===== src/hw/rtl/cossim_pkg.sv =====
package cossim_pkg;

   localparam int DOT_W       = 42;
   localparam int NORM_W      = 41;
   localparam int CNT_W       = 11;
   localparam int ELEM_W      = 16;
   localparam int PROD_W      = 2 * ELEM_W;
   localparam int MAG_W       = DOT_W;
   localparam int WIDE_W      = 114;
   localparam int Q_W         = 15;
   localparam int K_W         = 4;
   localparam int STEP_W      = 6;
   localparam int RSHIFT      = 28;
   localparam int COUNT_LIMIT = 2047;

   localparam logic [Q_W-1:0] ONE_Q14 = 15'd16384;

   typedef struct packed {
      logic signed [ELEM_W-1:0] a_elem;
      logic signed [ELEM_W-1:0] b_elem;
      logic                     last;
   } req_type;

   typedef struct packed {
      logic signed [ELEM_W-1:0] similarity;
      logic                     zero_norm;
      logic                     too_long;
      logic [CNT_W-1:0]         length;
   } rsp_type;

   typedef struct packed {
      logic signed [DOT_W-1:0] dot;
      logic [NORM_W-1:0]       norm_a;
      logic [NORM_W-1:0]       norm_b;
   } sums_type;

endpackage


===== src/hw/rtl/cosine_similarity.sv =====
// Cosine similarity of two streamed vectors.
// req: one element pair (a_elem, b_elem, signed Q1.15) per item, last marks
// the final pair. rsp: one item per vector pair with similarity (Q2.14,
// clamped to +-1.0), zero_norm, too_long and the pair count.
// For each pair one 16x16 multiplier forms a*a, b*b and a*b in turn and
// each product is added into its saturating sum; no further pair is
// taken meanwhile. Pairs beyond the length cap are only counted as too_long.
// After the last pair the result is formed by a shift-add multiply of the
// two norms, the square of |dot| and a 15-bit bit-by-bit search for the
// quotient, all on one shared 114-bit adder. If either norm is zero these
// steps are skipped.
// The result sits in an output register; the next vector's pairs are taken
// while it waits. A second result waits until the first has been taken.
// Reset clears all sums, the count and rsp_valid, not the output data.
module cosine_similarity #(
   parameter int MAX_DIM = 1024
) (
   input  logic                clock,
   input  logic                reset,
   input  logic                req_valid,
   output logic                req_ready,
   input  cossim_pkg::req_type req_data,
   output logic                rsp_valid,
   input  logic                rsp_ready,
   output cossim_pkg::rsp_type rsp_data
);
   import cossim_pkg::*;

   localparam int CAP = (MAX_DIM < COUNT_LIMIT) ? MAX_DIM : COUNT_LIMIT;
   localparam logic [CNT_W-1:0] LEN_CAP = CAP[CNT_W-1:0];

   localparam logic [2:0] S_IDLE   = 3'd0;
   localparam logic [2:0] S_MAC    = 3'd1;
   localparam logic [2:0] S_FINISH = 3'd2;
   localparam logic [2:0] S_RATIO  = 3'd3;
   localparam logic [2:0] S_EMIT   = 3'd4;

   logic [2:0]               state_ff, state_in;
   logic                     last_ff, last_in;
   logic [CNT_W-1:0]         pair_count_ff, pair_count_in;
   logic                     overflowed_ff, overflowed_in;
   logic signed [ELEM_W-1:0] sim_ff, sim_in;
   logic                     zn_ff, zn_in;
   logic                     rsp_valid_ff, rsp_valid_in;
   rsp_type                  rsp_ff, rsp_in;

   logic                     accept, skip, emit, zero;
   logic                     mac_start, mac_done, ratio_start, ratio_done;
   sums_type                 sums;
   logic [Q_W-1:0]           q_mag;
   logic [ELEM_W-1:0]        q_ext;

   cossim_mac u_mac (
      .clock  (clock),
      .reset  (reset),
      .start  (mac_start),
      .clear  (emit),
      .a_elem (req_data.a_elem),
      .b_elem (req_data.b_elem),
      .done   (mac_done),
      .sums   (sums)
   );

   cossim_ratio u_ratio (
      .clock (clock),
      .reset (reset),
      .start (ratio_start),
      .sums  (sums),
      .done  (ratio_done),
      .q_mag (q_mag)
   );

   assign req_ready   = (state_ff == S_IDLE);
   assign accept      = req_valid && req_ready;
   assign skip        = (pair_count_ff >= LEN_CAP);
   assign mac_start   = accept && !skip;
   assign zero        = (sums.norm_a == '0) || (sums.norm_b == '0);
   assign ratio_start = (state_ff == S_FINISH) && !zero;
   assign emit        = (state_ff == S_EMIT) && (!rsp_valid_ff || rsp_ready);
   assign q_ext       = ELEM_W'(q_mag);

   always_comb begin
      state_in      = state_ff;
      last_in       = last_ff;
      pair_count_in = pair_count_ff;
      overflowed_in = overflowed_ff;
      sim_in        = sim_ff;
      zn_in         = zn_ff;
      rsp_valid_in  = rsp_valid_ff && !rsp_ready;
      rsp_in        = rsp_ff;
      unique case (state_ff)
         S_IDLE: begin
            if (accept) begin
               last_in = req_data.last;
               if (skip) begin
                  overflowed_in = 1'b1;
                  if (req_data.last) begin
                     state_in = S_FINISH;
                  end
               end else begin
                  pair_count_in = pair_count_ff + 1'b1;
                  state_in      = S_MAC;
               end
            end
         end
         S_MAC: begin
            if (mac_done) begin
               state_in = last_ff ? S_FINISH : S_IDLE;
            end
         end
         S_FINISH: begin
            if (zero) begin
               sim_in   = '0;
               zn_in    = 1'b1;
               state_in = S_EMIT;
            end else begin
               zn_in    = 1'b0;
               state_in = S_RATIO;
            end
         end
         S_RATIO: begin
            if (ratio_done) begin
               sim_in   = sums.dot[DOT_W-1] ? $signed(ELEM_W'(0) - q_ext) : $signed(q_ext);
               state_in = S_EMIT;
            end
         end
         S_EMIT: begin
            if (emit) begin
               rsp_in.similarity = sim_ff;
               rsp_in.zero_norm  = zn_ff;
               rsp_in.too_long   = overflowed_ff;
               rsp_in.length     = pair_count_ff;
               rsp_valid_in      = 1'b1;
               pair_count_in     = '0;
               overflowed_in     = 1'b0;
               state_in          = S_IDLE;
            end
         end
         default: state_in = S_IDLE;
      endcase
   end

   always_ff @(posedge clock) begin
      last_ff <= last_in;
      sim_ff  <= sim_in;
      zn_ff   <= zn_in;
      rsp_ff  <= rsp_in;
      if (reset) begin
         state_ff      <= S_IDLE;
         pair_count_ff <= '0;
         overflowed_ff <= 1'b0;
         rsp_valid_ff  <= 1'b0;
      end else begin
         state_ff      <= state_in;
         pair_count_ff <= pair_count_in;
         overflowed_ff <= overflowed_in;
         rsp_valid_ff  <= rsp_valid_in;
      end
   end

   assign rsp_valid = rsp_valid_ff;
   assign rsp_data  = rsp_ff;

   a_mac_done_state: assert property (@(posedge clock) disable iff (reset)
      mac_done |-> state_ff == S_MAC)
      else $error("mac done outside accumulate state");

   a_ratio_done_state: assert property (@(posedge clock) disable iff (reset)
      ratio_done |-> state_ff == S_RATIO)
      else $error("ratio done outside ratio state");

   a_zero_norm_sim: assert property (@(posedge clock) disable iff (reset)
      rsp_valid && rsp_data.zero_norm |-> rsp_data.similarity == 16'sd0)
      else $error("zero_norm with nonzero similarity");

   a_sim_range: assert property (@(posedge clock) disable iff (reset)
      rsp_valid |-> (rsp_data.similarity <= 16'sd16384) &&
                    (rsp_data.similarity >= -16'sd16384) &&
                    (rsp_data.length <= LEN_CAP))
      else $error("result out of range");

endmodule


===== src/hw/rtl/cossim_mac.sv =====
module cossim_mac (
   input  logic                                    clock,
   input  logic                                    reset,
   input  logic                                    start,
   input  logic                                    clear,
   input  logic signed [cossim_pkg::ELEM_W-1:0]    a_elem,
   input  logic signed [cossim_pkg::ELEM_W-1:0]    b_elem,
   output logic                                    done,
   output cossim_pkg::sums_type                    sums
);
   import cossim_pkg::*;

   localparam logic [2:0] M_IDLE = 3'd0;
   localparam logic [2:0] M_AA   = 3'd1;
   localparam logic [2:0] M_BB   = 3'd2;
   localparam logic [2:0] M_AB   = 3'd3;
   localparam logic [2:0] M_DOT  = 3'd4;

   logic [2:0]               state_ff, state_in;
   logic signed [ELEM_W-1:0] a_ff, a_in, b_ff, b_in;
   logic signed [PROD_W-1:0] prod_ff, prod_in;
   sums_type                 sums_ff, sums_in;
   logic                     done_ff, done_in;

   logic signed [ELEM_W-1:0] mul_x, mul_y;
   logic [NORM_W-1:0]        norm_sel, norm_sat;
   logic [NORM_W:0]          norm_sum;
   logic signed [DOT_W:0]    dot_sum;
   logic signed [DOT_W-1:0]  dot_sat;

   always_comb begin
      unique case (state_ff)
         M_AA: begin
            mul_x = a_ff;
            mul_y = a_ff;
         end
         M_BB: begin
            mul_x = b_ff;
            mul_y = b_ff;
         end
         default: begin
            mul_x = a_ff;
            mul_y = b_ff;
         end
      endcase
      prod_in = mul_x * mul_y;

      norm_sel = (state_ff == M_BB) ? sums_ff.norm_a : sums_ff.norm_b;
      norm_sum = {1'b0, norm_sel} + {{(NORM_W + 1 - PROD_W){1'b0}}, prod_ff};
      norm_sat = norm_sum[NORM_W] ? {NORM_W{1'b1}} : norm_sum[NORM_W-1:0];

      dot_sum = {sums_ff.dot[DOT_W-1], sums_ff.dot}
              + {{(DOT_W + 1 - PROD_W){prod_ff[PROD_W-1]}}, prod_ff};
      if (dot_sum[DOT_W] != dot_sum[DOT_W-1]) begin
         dot_sat = dot_sum[DOT_W] ? {1'b1, {(DOT_W-1){1'b0}}} : {1'b0, {(DOT_W-1){1'b1}}};
      end else begin
         dot_sat = dot_sum[DOT_W-1:0];
      end
   end

   always_comb begin
      state_in = state_ff;
      a_in     = a_ff;
      b_in     = b_ff;
      sums_in  = sums_ff;
      done_in  = 1'b0;
      unique case (state_ff)
         M_IDLE: begin
            if (clear) begin
               sums_in = '0;
            end
            if (start) begin
               a_in     = a_elem;
               b_in     = b_elem;
               state_in = M_AA;
            end
         end
         M_AA: state_in = M_BB;
         M_BB: begin
            sums_in.norm_a = norm_sat;
            state_in       = M_AB;
         end
         M_AB: begin
            sums_in.norm_b = norm_sat;
            state_in       = M_DOT;
         end
         M_DOT: begin
            sums_in.dot = dot_sat;
            done_in     = 1'b1;
            state_in    = M_IDLE;
         end
         default: state_in = M_IDLE;
      endcase
   end

   always_ff @(posedge clock) begin
      a_ff    <= a_in;
      b_ff    <= b_in;
      prod_ff <= prod_in;
      if (reset) begin
         state_ff <= M_IDLE;
         sums_ff  <= '0;
         done_ff  <= 1'b0;
      end else begin
         state_ff <= state_in;
         sums_ff  <= sums_in;
         done_ff  <= done_in;
      end
   end

   assign done = done_ff;
   assign sums = sums_ff;

endmodule


===== src/hw/rtl/cossim_ratio.sv =====
module cossim_ratio (
   input  logic                          clock,
   input  logic                          reset,
   input  logic                          start,
   input  cossim_pkg::sums_type          sums,
   output logic                          done,
   output logic [cossim_pkg::Q_W-1:0]    q_mag
);
   import cossim_pkg::*;

   localparam logic [2:0] R_IDLE = 3'd0;
   localparam logic [2:0] R_MULN = 3'd1;
   localparam logic [2:0] R_MULR = 3'd2;
   localparam logic [2:0] R_SA   = 3'd3;
   localparam logic [2:0] R_SB   = 3'd4;
   localparam logic [2:0] R_SC   = 3'd5;
   localparam logic [2:0] R_DONE = 3'd6;

   logic [2:0]        state_ff, state_in;
   logic [WIDE_W-1:0] acc_ff, acc_in;
   logic [WIDE_W-1:0] mcand_ff, mcand_in;
   logic [MAG_W-1:0]  mplier_ff, mplier_in;
   logic [WIDE_W-1:0] t_ff, t_in;
   logic [WIDE_W-1:0] ns_ff, ns_in;
   logic [WIDE_W-1:0] r_ff, r_in;
   logic [Q_W-1:0]    q_ff, q_in;
   logic [K_W-1:0]    k_ff, k_in;
   logic [STEP_W-1:0] cnt_ff, cnt_in;
   logic              ok_ff, ok_in;

   logic [WIDE_W-1:0] opa, opb, sum;
   logic [MAG_W-1:0]  dmag;
   logic              fits;

   // n = sa*sb, r = dot^2 << 28; then q is built MSB first from
   // P = q^2*n, Qs = q*n << (k+1), ns = n << 2k so that the test
   // (q + 2^k)^2*n <= r needs only adds and fixed shifts.
   always_comb begin
      dmag = sums.dot[DOT_W-1] ? (~sums.dot + 1'b1) : sums.dot;

      unique case (state_ff)
         R_MULN, R_MULR: begin
            opa = acc_ff;
            opb = mplier_ff[0] ? mcand_ff : '0;
         end
         R_SA: begin
            opa = acc_ff;
            opb = mcand_ff;
         end
         R_SB: begin
            opa = t_ff;
            opb = ns_ff;
         end
         default: begin
            opa = mcand_ff;
            opb = ok_ff ? (ns_ff << 1) : '0;
         end
      endcase
      sum  = opa + opb;
      fits = (sum <= r_ff);
   end

   always_comb begin
      state_in  = state_ff;
      acc_in    = acc_ff;
      mcand_in  = mcand_ff;
      mplier_in = mplier_ff;
      t_in      = t_ff;
      ns_in     = ns_ff;
      r_in      = r_ff;
      q_in      = q_ff;
      k_in      = k_ff;
      cnt_in    = cnt_ff;
      ok_in     = ok_ff;
      unique case (state_ff)
         R_IDLE: begin
            if (start) begin
               acc_in    = '0;
               mcand_in  = WIDE_W'(sums.norm_a);
               mplier_in = MAG_W'(sums.norm_b);
               cnt_in    = STEP_W'(NORM_W);
               state_in  = R_MULN;
            end
         end
         R_MULN: begin
            if (cnt_ff == STEP_W'(1)) begin
               ns_in     = sum << RSHIFT;
               acc_in    = '0;
               mcand_in  = WIDE_W'(dmag);
               mplier_in = dmag;
               cnt_in    = STEP_W'(MAG_W);
               state_in  = R_MULR;
            end else begin
               acc_in    = sum;
               mcand_in  = mcand_ff << 1;
               mplier_in = mplier_ff >> 1;
               cnt_in    = cnt_ff - 1'b1;
            end
         end
         R_MULR: begin
            if (cnt_ff == STEP_W'(1)) begin
               r_in     = sum << RSHIFT;
               acc_in   = '0;
               mcand_in = '0;
               q_in     = '0;
               k_in     = K_W'(Q_W - 1);
               state_in = R_SA;
            end else begin
               acc_in    = sum;
               mcand_in  = mcand_ff << 1;
               mplier_in = mplier_ff >> 1;
               cnt_in    = cnt_ff - 1'b1;
            end
         end
         R_SA: begin
            t_in     = sum;
            state_in = R_SB;
         end
         R_SB: begin
            ok_in = fits;
            if (fits) begin
               acc_in = sum;
               q_in   = q_ff | (Q_W'(1) << k_ff);
            end
            state_in = R_SC;
         end
         R_SC: begin
            mcand_in = sum >> 1;
            ns_in    = ns_ff >> 2;
            if (k_ff == '0) begin
               state_in = R_DONE;
            end else begin
               k_in     = k_ff - 1'b1;
               state_in = R_SA;
            end
         end
         R_DONE: state_in = R_IDLE;
         default: state_in = R_IDLE;
      endcase
   end

   always_ff @(posedge clock) begin
      acc_ff    <= acc_in;
      mcand_ff  <= mcand_in;
      mplier_ff <= mplier_in;
      t_ff      <= t_in;
      ns_ff     <= ns_in;
      r_ff      <= r_in;
      q_ff      <= q_in;
      k_ff      <= k_in;
      cnt_ff    <= cnt_in;
      ok_ff     <= ok_in;
      if (reset) begin
         state_ff <= R_IDLE;
      end else begin
         state_ff <= state_in;
      end
   end

   assign done  = (state_ff == R_DONE);
   assign q_mag = (q_ff > ONE_Q14) ? ONE_Q14 : q_ff;

endmodule


===== config.mk =====
export PLATFORM = sky130hd
export DESIGN_NAME = cosine_similarity
export DESIGN_NICKNAME = d
export VERILOG_FILES = /design/src/hw/rtl/cossim_pkg.sv /design/src/hw/rtl/cosine_similarity.sv /design/src/hw/rtl/cossim_mac.sv /design/src/hw/rtl/cossim_ratio.sv
export SDC_FILE = /design/constraint.sdc
export NUM_CORES = 2
export LEC_CHECK = 0
export BUFFER_PORTS_ARGS = -buffer_cell sky130_fd_sc_hd__buf_4
export CAP_MARGIN = 20
export CORE_MARGIN = 3
export CORE_UTILIZATION = 45
export DETAILED_ROUTE_END_ITERATION = 10
export GPL_ROUTABILITY_DRIVEN = 0
export PLACE_DENSITY = 0.6
export SYNTH_ARGS = -nofsm -noshare
export SYNTH_HDL_FRONTEND = slang
export SYNTH_SLANG_ARGS = --single-unit

===== constraint.sdc =====
create_clock -name clock -period 12.75 [get_ports clock]
set_clock_uncertainty 0.15 [all_clocks]
set_input_delay 2.55 -clock clock [delete_from_list [all_inputs] [get_ports clock]]
set_output_delay 2.55 -clock clock [all_outputs]
set_load 0.01 [all_outputs]

==> summary.txt <==
STA
  • Final period utilization: 0.859
  • Endpoints failing hold: 0
  • Setup-failing EPs final: 0
  • RSZ-0062 raised after global routing: false
  • Max-Slew Margin vs Limit: 0.223
  • Min cycle time layout: 10.95 ns
  • Maximum clock rate: 0.0913 GHz
  • Slew Limit Fails: 0
  • Setup_tns: 0 ns
  • Slew at the pin closest to its max-slew limit: 1.17 ns

Synthesis
  • Synthesized-area fraction occupied by adder cells: 0.159
  • Synth top area share: 0.332
  • Compound-Gate Fraction of Synth Area: 0.189
  • Cells after synthesis: 6,840
  • Main combinational cell family by area after synthesis: compound AO/OA/AOI/OAI gates
  • Netlist cell types: 88
  • Post-synthesis async set-or-reset flop share: 0
  • Count leader, synth: nand2_1
  • Syn Nets: 7,508
  • #FFs+latches synth: 868
  • Synth area leaders: edfxtp_1, fa_1, ha_1
  • Synthesized area: roughly 0.062 mm^2
  • Synth Area in Simple Gates: 0.161
  • XOR/XNOR share of the synthesized area: 0.0370
  • Top post-synthesis cells by count: nand2_1, edfxtp_1, nor2_1, a21oi_1, inv_1
  • Register area share after synthesis: 0.390
  • Mux share of post-synthesis cell area: 0.0120
  • Largest area contributor in the netlist: edfxtp_1
  • Top FF cell, synth: edfxtp_1
  • Syn Area/Cell: 9.11 um^2
  • EDFF count, synth: 689
  • YS warnings: 0

Worst setup path
  • WS Path Type: reg -> reg
  • Worst EP required: 12.97 ns
  • Reg2reg path depth: 26
  • Critical Path Source: u_ratio.state_ff[0]$_SDFFE_PP0P_
  • Startpoint Class: flop
  • FF-to-FF End: u_ratio.acc_ff[113]$_DFFE_PP_
  • Reg2reg setup slack: 1.80 ns
  • Worst path arrival time: 11.17 ns
  • CP peak stage delay: around 0.83 ns
  • Critical path's slowest cell: nor4_1
  • Reg2reg start: u_ratio.state_ff[0]$_SDFFE_PP0P_
  • CP endpoint: u_ratio.acc_ff[113]$_DFFE_PP_
  • Crit path capture type: flop
  • CP Max Fanout: 60

Final layout
  • Fillcell total: 12,854
  • Final nets: 7,416
  • Layout cell share with drive strength beyond 1: 0.0624
  • Multi-input logic area: 0.0350 mm^2
  • Finished Layout Cells: roughly 8,600
  • Layout area overhead: 9.30%
  • Reg area: 0.0243 mm^2

Worst hold path
  • Min-Delay Path Class: reg -> reg

Global route
  • Gr ovfl total: 0
  • Vias in the first global route: 52,064
  • GRT Util Overall: 0.295
  • Largest net degree at the start of global routing: approximately 190
  • First-pass GRT wire length: 321 mm
  • Initial antenna violation count: 2

Routing
  • Via Count: 53,371
  • First-pass DRT Iterations: 7
  • Met3 wire len: 16.0 mm
  • DRT iter0 DRCs: 5,536
  • DRT met1 WL: roughly 85 mm
  • Via density: 6.20
  • Top sig layer: met4
  • Total Wirelength: 214 mm
  • Met2 WL post-DR: 101 mm
  • DRT antenna net count: 0
  • DRC viols: 0
  • Drt wl/cell: 24.9 um

Floorplan
  • I/O Pins: 68
  • Starting Density: 0.457
  • Die area: about 0.14 mm^2
  • Die H: 378 um
  • Die W: 378 um
  • # rows: 135
  • Core area: 0.136 mm^2

Clock tree
  • CTS Sinks: 868
  • CTS buffer count: 102
  • Clock transition at path regs: 0.06 ns
  • Clock Tree Root: clkbuf_16
  • H-tree depth: 3
  • Post-CTS Hold Fix Bufs: 0
  • Post-CTS Setup Repair Bufs: 0
  • CTS Buffer Depth: 3
  • Post-cts resize count: 0
  • Clock latency on the worst-skew pair: 0.74 ns
  • TritonCTS clock tree: done

Flow run
  • Max-Cap Viols: 0

Placed design
  • Port bufs: 67
  • Placed cell count: 8,423
  • DP HPWL: approximately 160 mm

Outcome
  • Outcome: finished, final reports clean
==> cell type report <==
class / count / share of cell area
Antenna cell: 3 / 0.000110
Clock buffer: 134 / 0.0411
Clock inverter: 52 / 0.00863
Inverter: 496 / 0.0274
Multi-Input combinational cell: 5108 / 0.514
Sequential cell: 868 / 0.356
Tap cell: 1781 / 0.0327
Timing Repair Buffer: 172 / 0.0201
==> metal layers <==
layer  vias up  track usage
met3       609       0.0455
met1     26132        0.375
li1      24122            -
met5         -            0
met4         0        0.147
met2      2508        0.487
==> how the worst min path moves through the flow <==
stage          depth (start not counted)                     from                     end
6_report                               0  sim_ff[9]$_SDFFCE_PP0P_  rsp_data[22]$_DFFE_PP_
4_1_cts                                0  sim_ff[9]$_SDFFCE_PP0P_  rsp_data[22]$_DFFE_PP_
3_5_place_dp                           0  sim_ff[7]$_SDFFCE_PP0P_  rsp_data[20]$_DFFE_PP_
5_1_grt                                0  sim_ff[9]$_SDFFCE_PP0P_  rsp_data[22]$_DFFE_PP_
3_3_place_gp                           0  sim_ff[5]$_SDFFCE_PP0P_  rsp_data[18]$_DFFE_PP_
2_1_floorplan                          0          zn_ff$_DFFE_PN_  rsp_data[12]$_DFFE_PP_
==> layout by cell type (no fill, tap or decap), types with 175 or more instances in the layout <==
cell type,synthesis,routed
a21o_1,175,175
a21oi_1,555,554
dfxtp_1,179,177
edfxtp_1,689,689
fa_1,265,265
ha_1,366,366
inv_1,495,494
nand2_1,1089,1084
nor2_1,602,591
o21ai_0,338,336
==> metrics by stage <==
| step | util | hold WS (ns) | area, um^2 | setup slack [ns] |
|---|---|---|---|---|
| final | 0.499 | 0.265 | 68100 | 1.80 |
| after global routing | 0.499 | 0.268 | 68100 | 1.62 |
| after CTS | 0.499 | 0.266 | 68100 | 2.34 |
| after detailed placement | 0.474 | 0.255 | 64700 | 2.39 |
| after global placement | 0.474 | 0.257 | 64700 | 2.29 |
| after floorplan | - | 0.250 | 62300 | 0.511 |
==> flip-flops by register name, indices dropped and copies added, names as in the netlist, 3 cells and up <==
signal	cells
u_ratio.t_ff	114
u_mac.a_ff	16
u_ratio.ns_ff	114
u_ratio.state_ff	3
u_ratio.q_ff	15
u_mac.prod_ff	32
u_mac.b_ff	16
u_ratio.r_ff	86
state_ff	3
u_ratio.acc_ff	114
u_mac.sums	124
u_ratio.cnt_ff	6
u_ratio.mcand_ff	114
rsp_data	29
u_mac.state_ff	3
pair_count_ff	11
u_ratio.k_ff	4
u_ratio.mplier_ff	42
sim_ff	16
==> logic make-up after synthesis <==
| kind of cell | count (synthesis) |
|---|---|
| buf+inv | 864 |
| xor+xnor | 263 |
| fa+ha+maj | 632 |
| simple gates | 2294 |
| flops | 868 |
| mux | 71 |
| compound gates | 1848 |
==> worst max-delay path, delay by kind of cell, from the launching register on <==
kind,cells,cell delay [ns]
AO/OA/AOI/OAI,7,3.07
adder cells (fa/ha/maj),2,0.77
buffers and inverters,4,1.90
flip-flops,1,0.44
AND/OR/NAND/NOR,13,4.12
Power is left out: the tool's default activity adds up to more than one toggle a clock period on the data nets, which glitch-free logic cannot reach.
